--- config.mk ---
export PLATFORM = sky130hd
export DESIGN_NAME = lc2k_regfile
export DESIGN_NICKNAME = d
export VERILOG_FILES = /design/src/sv/lc2k_pkg.sv /design/src/sv/lc2k_ram.sv /design/src/sv/lc2k_regfile.sv
export SDC_FILE = /design/constraint.sdc
export NUM_CORES = 1
export LEC_CHECK = 0
export BUFFER_PORTS_ARGS = -buffer_cell sky130_fd_sc_hd__buf_2
export CORE_UTILIZATION = 40
export CTS_CLUSTER_DIAMETER = 150
export DETAILED_ROUTE_END_ITERATION = 8
export PLACE_DENSITY = 0.55
export SKIP_LAST_GASP = 1
export SYNTH_ARGS = -nofsm -noshare
export SYNTH_HDL_FRONTEND = slang
export SYNTH_HIERARCHICAL = 1
export SYNTH_SLANG_ARGS = --single-unit
--- constraint.sdc ---
create_clock -name i_clk -period 6.9 [get_ports i_clk]
set_input_delay 0.345 -clock i_clk [delete_from_list [all_inputs] [get_ports i_clk]]
set_output_delay 0.345 -clock i_clk [all_outputs]
set_load 0.02 [all_outputs]
--- src/sv/lc2k_pkg.sv ---
// Shared types and constants for the LC-2K instruction executor.
// Depends on nothing; lc2k_regfile and the top level import it.
package lc2k_pkg;

    // Architectural sizes.
    localparam int WORD_W   = 32;
    localparam int RIDX_W   = 3;
    localparam int NUM_REGS = 8;
    localparam int PC_W     = 16;

    // Instruction field positions.
    localparam int OPC_MSB = 24;
    localparam int OPC_LSB = 22;
    localparam int RS_MSB  = 21;
    localparam int RS_LSB  = 19;
    localparam int RT_MSB  = 18;
    localparam int RT_LSB  = 16;
    localparam int OFF_MSB = 15;
    localparam int RD_MSB  = 2;

    // Instruction opcodes.
    typedef enum logic [2:0] {
        OP_ADD  = 3'd0,
        OP_NAND = 3'd1,
        OP_LW   = 3'd2,
        OP_SW   = 3'd3,
        OP_BEQ  = 3'd4,
        OP_JALR = 3'd5,
        OP_HALT = 3'd6,
        OP_NOOP = 3'd7
    } t_opcode;

    // Input item kinds.
    localparam logic ITEM_LOAD = 1'b0;
    localparam logic ITEM_STEP = 1'b1;

    // Sequencer states.
    typedef enum logic [2:0] {
        S_IDLE,
        S_FETCH,
        S_EXEC,
        S_LOAD,
        S_HOLD
    } t_state;

    // Input transaction payload.
    typedef struct packed {
        logic                     op;
        logic [15:0]              load_address;
        logic signed [WORD_W-1:0] load_data;
    } t_in_item;

    // Result transaction payload.
    typedef struct packed {
        logic [PC_W-1:0]          program_counter;
        logic                     halted;
        logic [2:0]               executed_opcode;
        logic                     reg_written;
        logic [RIDX_W-1:0]        reg_index;
        logic signed [WORD_W-1:0] reg_value;
        logic                     mem_written;
        logic [15:0]              mem_address;
        logic signed [WORD_W-1:0] mem_value;
    } t_out_item;

    // Register file control from the sequencer.
    typedef struct packed {
        logic              rd_en;
        logic [RIDX_W-1:0] rs;
        logic [RIDX_W-1:0] rt;
        logic              wr_en;
        logic [RIDX_W-1:0] wr_idx;
        logic [WORD_W-1:0] wr_data;
    } t_rf_ctl;

endpackage

--- src/sv/lc2k_ram.sv ---
// Generic synchronous RAM: one write port and one registered read port.
// Depends on nothing.
module lc2k_ram #(
    parameter int WIDTH = 32,
    parameter int DEPTH = 256
) (
    input  logic                     i_clk,
    input  logic                     i_we,
    input  logic [$clog2(DEPTH)-1:0] i_waddr,
    input  logic [WIDTH-1:0]         i_wdata,
    input  logic                     i_re,
    input  logic [$clog2(DEPTH)-1:0] i_raddr,
    output logic [WIDTH-1:0]         o_rdata
);

    logic [WIDTH-1:0] r_mem [DEPTH];
    logic [WIDTH-1:0] r_rdata;

    // Write port and read port; read data holds while no read is issued.
    always_ff @(posedge i_clk) begin
        if (i_we) begin
            r_mem[i_waddr] <= i_wdata;
        end
        if (i_re) begin
            r_rdata <= r_mem[i_raddr];
        end
    end

    assign o_rdata = r_rdata;

endmodule

--- src/sv/lc2k_regfile.sv ---
// Eight-entry register file: two RAM copies give two read ports.
// Depends on lc2k_pkg and lc2k_ram.
module lc2k_regfile
    import lc2k_pkg::*;
(
    input  logic              i_clk,
    input  logic              i_rst_n,
    input  t_rf_ctl           i_ctl,
    output logic [WORD_W-1:0] o_rs_val,
    output logic [WORD_W-1:0] o_rt_val
);

    logic [NUM_REGS-1:0] r_valid;
    logic                r_rs_ok;
    logic                r_rt_ok;
    logic [WORD_W-1:0]   rs_raw;
    logic [WORD_W-1:0]   rt_raw;

    // Both copies see every write so that they stay identical.
    lc2k_ram #(.WIDTH(WORD_W), .DEPTH(NUM_REGS)) u_copy_rs (
        .i_clk   (i_clk),
        .i_we    (i_ctl.wr_en),
        .i_waddr (i_ctl.wr_idx),
        .i_wdata (i_ctl.wr_data),
        .i_re    (i_ctl.rd_en),
        .i_raddr (i_ctl.rs),
        .o_rdata (rs_raw)
    );

    lc2k_ram #(.WIDTH(WORD_W), .DEPTH(NUM_REGS)) u_copy_rt (
        .i_clk   (i_clk),
        .i_we    (i_ctl.wr_en),
        .i_waddr (i_ctl.wr_idx),
        .i_wdata (i_ctl.wr_data),
        .i_re    (i_ctl.rd_en),
        .i_raddr (i_ctl.rt),
        .o_rdata (rt_raw)
    );

    // Valid bits stand in for the zero reset of the register contents.
    always_ff @(posedge i_clk) begin
        if (!i_rst_n) begin
            r_valid <= '0;
            r_rs_ok <= 1'b0;
            r_rt_ok <= 1'b0;
        end else begin
            if (i_ctl.wr_en) begin
                r_valid[i_ctl.wr_idx] <= 1'b1;
            end
            if (i_ctl.rd_en) begin
                r_rs_ok <= r_valid[i_ctl.rs];
                r_rt_ok <= r_valid[i_ctl.rt];
            end
        end
    end

    // A register never written since reset reads as zero.
    assign o_rs_val = r_rs_ok ? rs_raw : '0;
    assign o_rt_val = r_rt_ok ? rt_raw : '0;

endmodule

==> run_results.csv <==
group,metric,value,unit
run_status,outcome,"finished clean",
sta,post-route-min-period,2.41,ns
worst_setup_path,crit_chain,"and2_1, buf_2",
floorplanning,core-area,55300,um^2
worst_setup_path,worstPathMaxFanout,33,
cts,cts_buffer_depth,3,
logic_synthesis,syn_area,22500,um^2
power_and_ir_drop,switchingPower,1.58,mW
power_and_ir_drop,p_leak,8.71,nW
layout,nNetsFinal,1142,
logic_synthesis,syn_nets,993,
logic_synthesis,synth_ff_type,"edfxtp_1",
worst_setup_path,cp_slowest_cell,"dfxtp_2",
route,drcViolationCount,0,
floorplanning,boundaryPins,109,
power_and_ir_drop,ir_drop,0.240,mV
min_path,hold_path.class,"in2reg",
placed_design,dpl.hpwl,24.2,mm
cts,postCtsSetupBuffers,0,
logic_synthesis,synthTopCellsByCount,"edfxtp_1 (576), mux4_1 (80), and2_1 (64), mux2_2 (64), mux4_2 (50)",
logic_synthesis,synth_top_family_by_area,"multiplexers",
sta,worst_pin_slew,0.991,ns
cts,clkTransAtPathRegs,0.06,ns
layout,nFillCells,4619,
cts,cts_resized,0,
sta,slew_headroom,33.9,%
power_and_ir_drop,combPwrFrac,4.9,%
logic_synthesis,synthXorXnorAreaFrac,0,%
grt,grt_usage,16.5,%
sta,hold_violations,0,
power_and_ir_drop,p_int,6.20,mW
worst_setup_path,crit_family,"flip-flops",
grt,grt_pass1_vias,10300,
route,dr.pass1.iters,4,
route,wirelength,46.0,mm
layout,drive_gt1_share,31.0,%
worst_setup_path,end_kind,"output port",
placed_design,place_congestion,0.663,
logic_synthesis,synth_largest_area_cell,"edfxtp_1",
sta,skew,0.0153,ns
cts,cts_num_sinks,586,
worst_setup_path,critical_path_arrival,2.06,ns
cts,postCtsHoldBufs,0,
cts,clock-root-buffer,"clkbuf_16",
logic_synthesis,synth-compound-area-share,0.356,%
worst_setup_path,critical_path.max_stage_delay,0.89,ns
cts,cts_tree,"done",
logic_synthesis,synthArstFlopShare,0,%
sta,timing.fmax,0.415,GHz
floorplanning,die-area,57200,um^2
worst_setup_path,path_buf_inv,1,
worst_setup_path,cp-start-kind,"register",
grt,grt_pass1_wl,67.6,mm
cts,clock_latency,0.61,ns
sta,fin_tns_setup,0,ns
floorplanning,row_count,86,
flow_run,cap_violations,0,
route,drt_iter0_markers,594,
logic_synthesis,avgSynthCellArea,23.7,um^2
logic_synthesis,synth_cell_types,18,
power_and_ir_drop,cellPowerDensity,299,nW/um^2
logic_synthesis,ys_seq_area_share,77.8,%
logic_synthesis,yosysTopAreaCellShare,76.9,%
placed_design,place_inst,1784,
cts,htree_num_levels,2,
worst_setup_path,worst-setup-path-type,"reg2out",
route,vias,9904,
logic_synthesis,synth_edf_count,576,
logic_synthesis,synth-seq-cells,586,
route,drtAntennaViolNets,0,
route,route.detailed.wl_per_inst,24.3,um
sta,period_share,34.9,%
layout,fin_cells,1894,
floorplanning,fp.dieW,239,um
grt,overflow,0,
logic_synthesis,synth-simple-area-share,2.57,%
logic_synthesis,muxShareOfSynthArea,17.9,%
logic_synthesis,synthCells,948,
sta,maxSlewViolCount,0,
power_and_ir_drop,pwr-share-clk,42.5,%
logic_synthesis,yosysWarnings,6,
placed_design,portBuffers,108,
worst_setup_path,crit_required,6.55,ns
logic_synthesis,synth_adder_area_share,0,%
grt,grt_max_degree,66,
floorplanning,initial_core_util,40.7,%
logic_synthesis,synth.most_common_cell,"edfxtp_1",
floorplanning,die_h,239,um
grt,antenna_found_initial,3,
layout,syn2layout_area_growth,15.5,%
logic_synthesis,synth_area_leaders,"edfxtp_1 (77%), mux4_1 (9.3%), mux4_2 (5.0%)",
cts,cts_buffers,59,
power_and_ir_drop,p_sw_share,20.3,%
power_and_ir_drop,pwr-share-seq,52.6,%
sta,setup_viol,0,
route,via_per_inst,5.23,
sta,rsz0062_at_grt,"no",
stage by stage:
stage               utilization (%)  hold WS, ns  cell area [um^2]  setup WS, ns  power (mW)
global route                   47.0       0.0524             26000          4.29        8.03
finish                         47.0       0.0573             26000          4.49        7.78
floorplan                         -        0.435             22500          3.71        4.40
detailed placement             43.3        0.482             24000          4.09        4.56
global placement               43.3        0.472             24000          4.10        4.55
CTS                            47.0       0.0138             26000          4.36        7.87
path summary, 6_finish.rpt:
check                   startpoint              endpoint  slack [ns]  cells after the start
max                        r_rs_ok           o_rs_val[3]        4.49                      2
min                        i_rst_n            r_valid[4]        0.06                      2
max reg2reg  u_copy_rs/r_mem[1][0]  u_copy_rs/o_rdata[0]        5.48                      2
min reg2reg             r_valid[7]            r_valid[7]        0.50                      1
cells by family after synthesis:
logic type	count (synthesis)
AO/OA/AOI/OAI	12
buffers and inverters	45
AND/OR/NAND/NOR	103
flip-flops	586
multiplexers	202
layer usage:
| metal | global-route usage [%] | share of wire [%] |
|---|---|---|
| met1 | 23.3 | 46 |
| met3 | 3.01 | 4.1 |
| met5 | 0 | 0.061 |
| met2 | 26.1 | 47 |
| met4 | 5.07 | 2.0 |
power by group through the flow:
stage / registers (mW) / logic (mW) / clock network, mW
3_3_place_gp: 4.17 / 0.384 / 0
2_1_floorplan: 4.15 / 0.243 / 0
6_report: 4.09 / 0.380 / 3.30
4_1_cts: 4.10 / 0.392 / 3.38
5_1_grt: 4.11 / 0.414 / 3.51
3_5_place_dp: 4.17 / 0.391 / 0
flip-flops by register name, indices dropped and copies added (netlist names):
signal	count
u_copy_rs/r_mem	256
u_copy_rt/r_mem	256
u_copy_rs/o_rdata	32
u_copy_rt/o_rdata	32
r_valid	8
r_rs_ok	1
r_rt_ok	1
area by class of cell:
| cell class | instances | area [um^2] | share of cell area, % |
|---|---|---|---|
| clock buffer | 65 | 1500 | 5.77 |
| sequential | 586 | 17500 | 67.4 |
| timing repair buffer | 133 | 736 | 2.83 |
| antenna | 1 | 2.50 | 0.00963 |
| multi-input combinational | 317 | 4800 | 18.5 |
| clock inverter | 44 | 510 | 1.97 |
| tap | 748 | 936 | 3.60 |
placed cells by master (no fill, tap or decap):
cell / n
o21a_1: 8
mux2i_1: 8
nor3_1: 2
o21ai_0: 2
clkinv_2: 10
buf_4: 28
clkinvlp_4: 5
a21oi_1: 2
clkbuf_1: 6
nor2_4: 12
nor3_2: 4
bufinv_16: 11
nand2_1: 6
mux4_2: 50
buf_2: 105
nand2b_1: 9
mux2_2: 64
dfxtp_1: 8
inv_6: 5
edfxtp_1: 576
nor2_1: 6
dfxtp_2: 2
diode_2: 1
and2_1: 64
clkinv_1: 13
mux4_1: 80
clkbuf_16: 59
(Power assumes the default switching activity.)
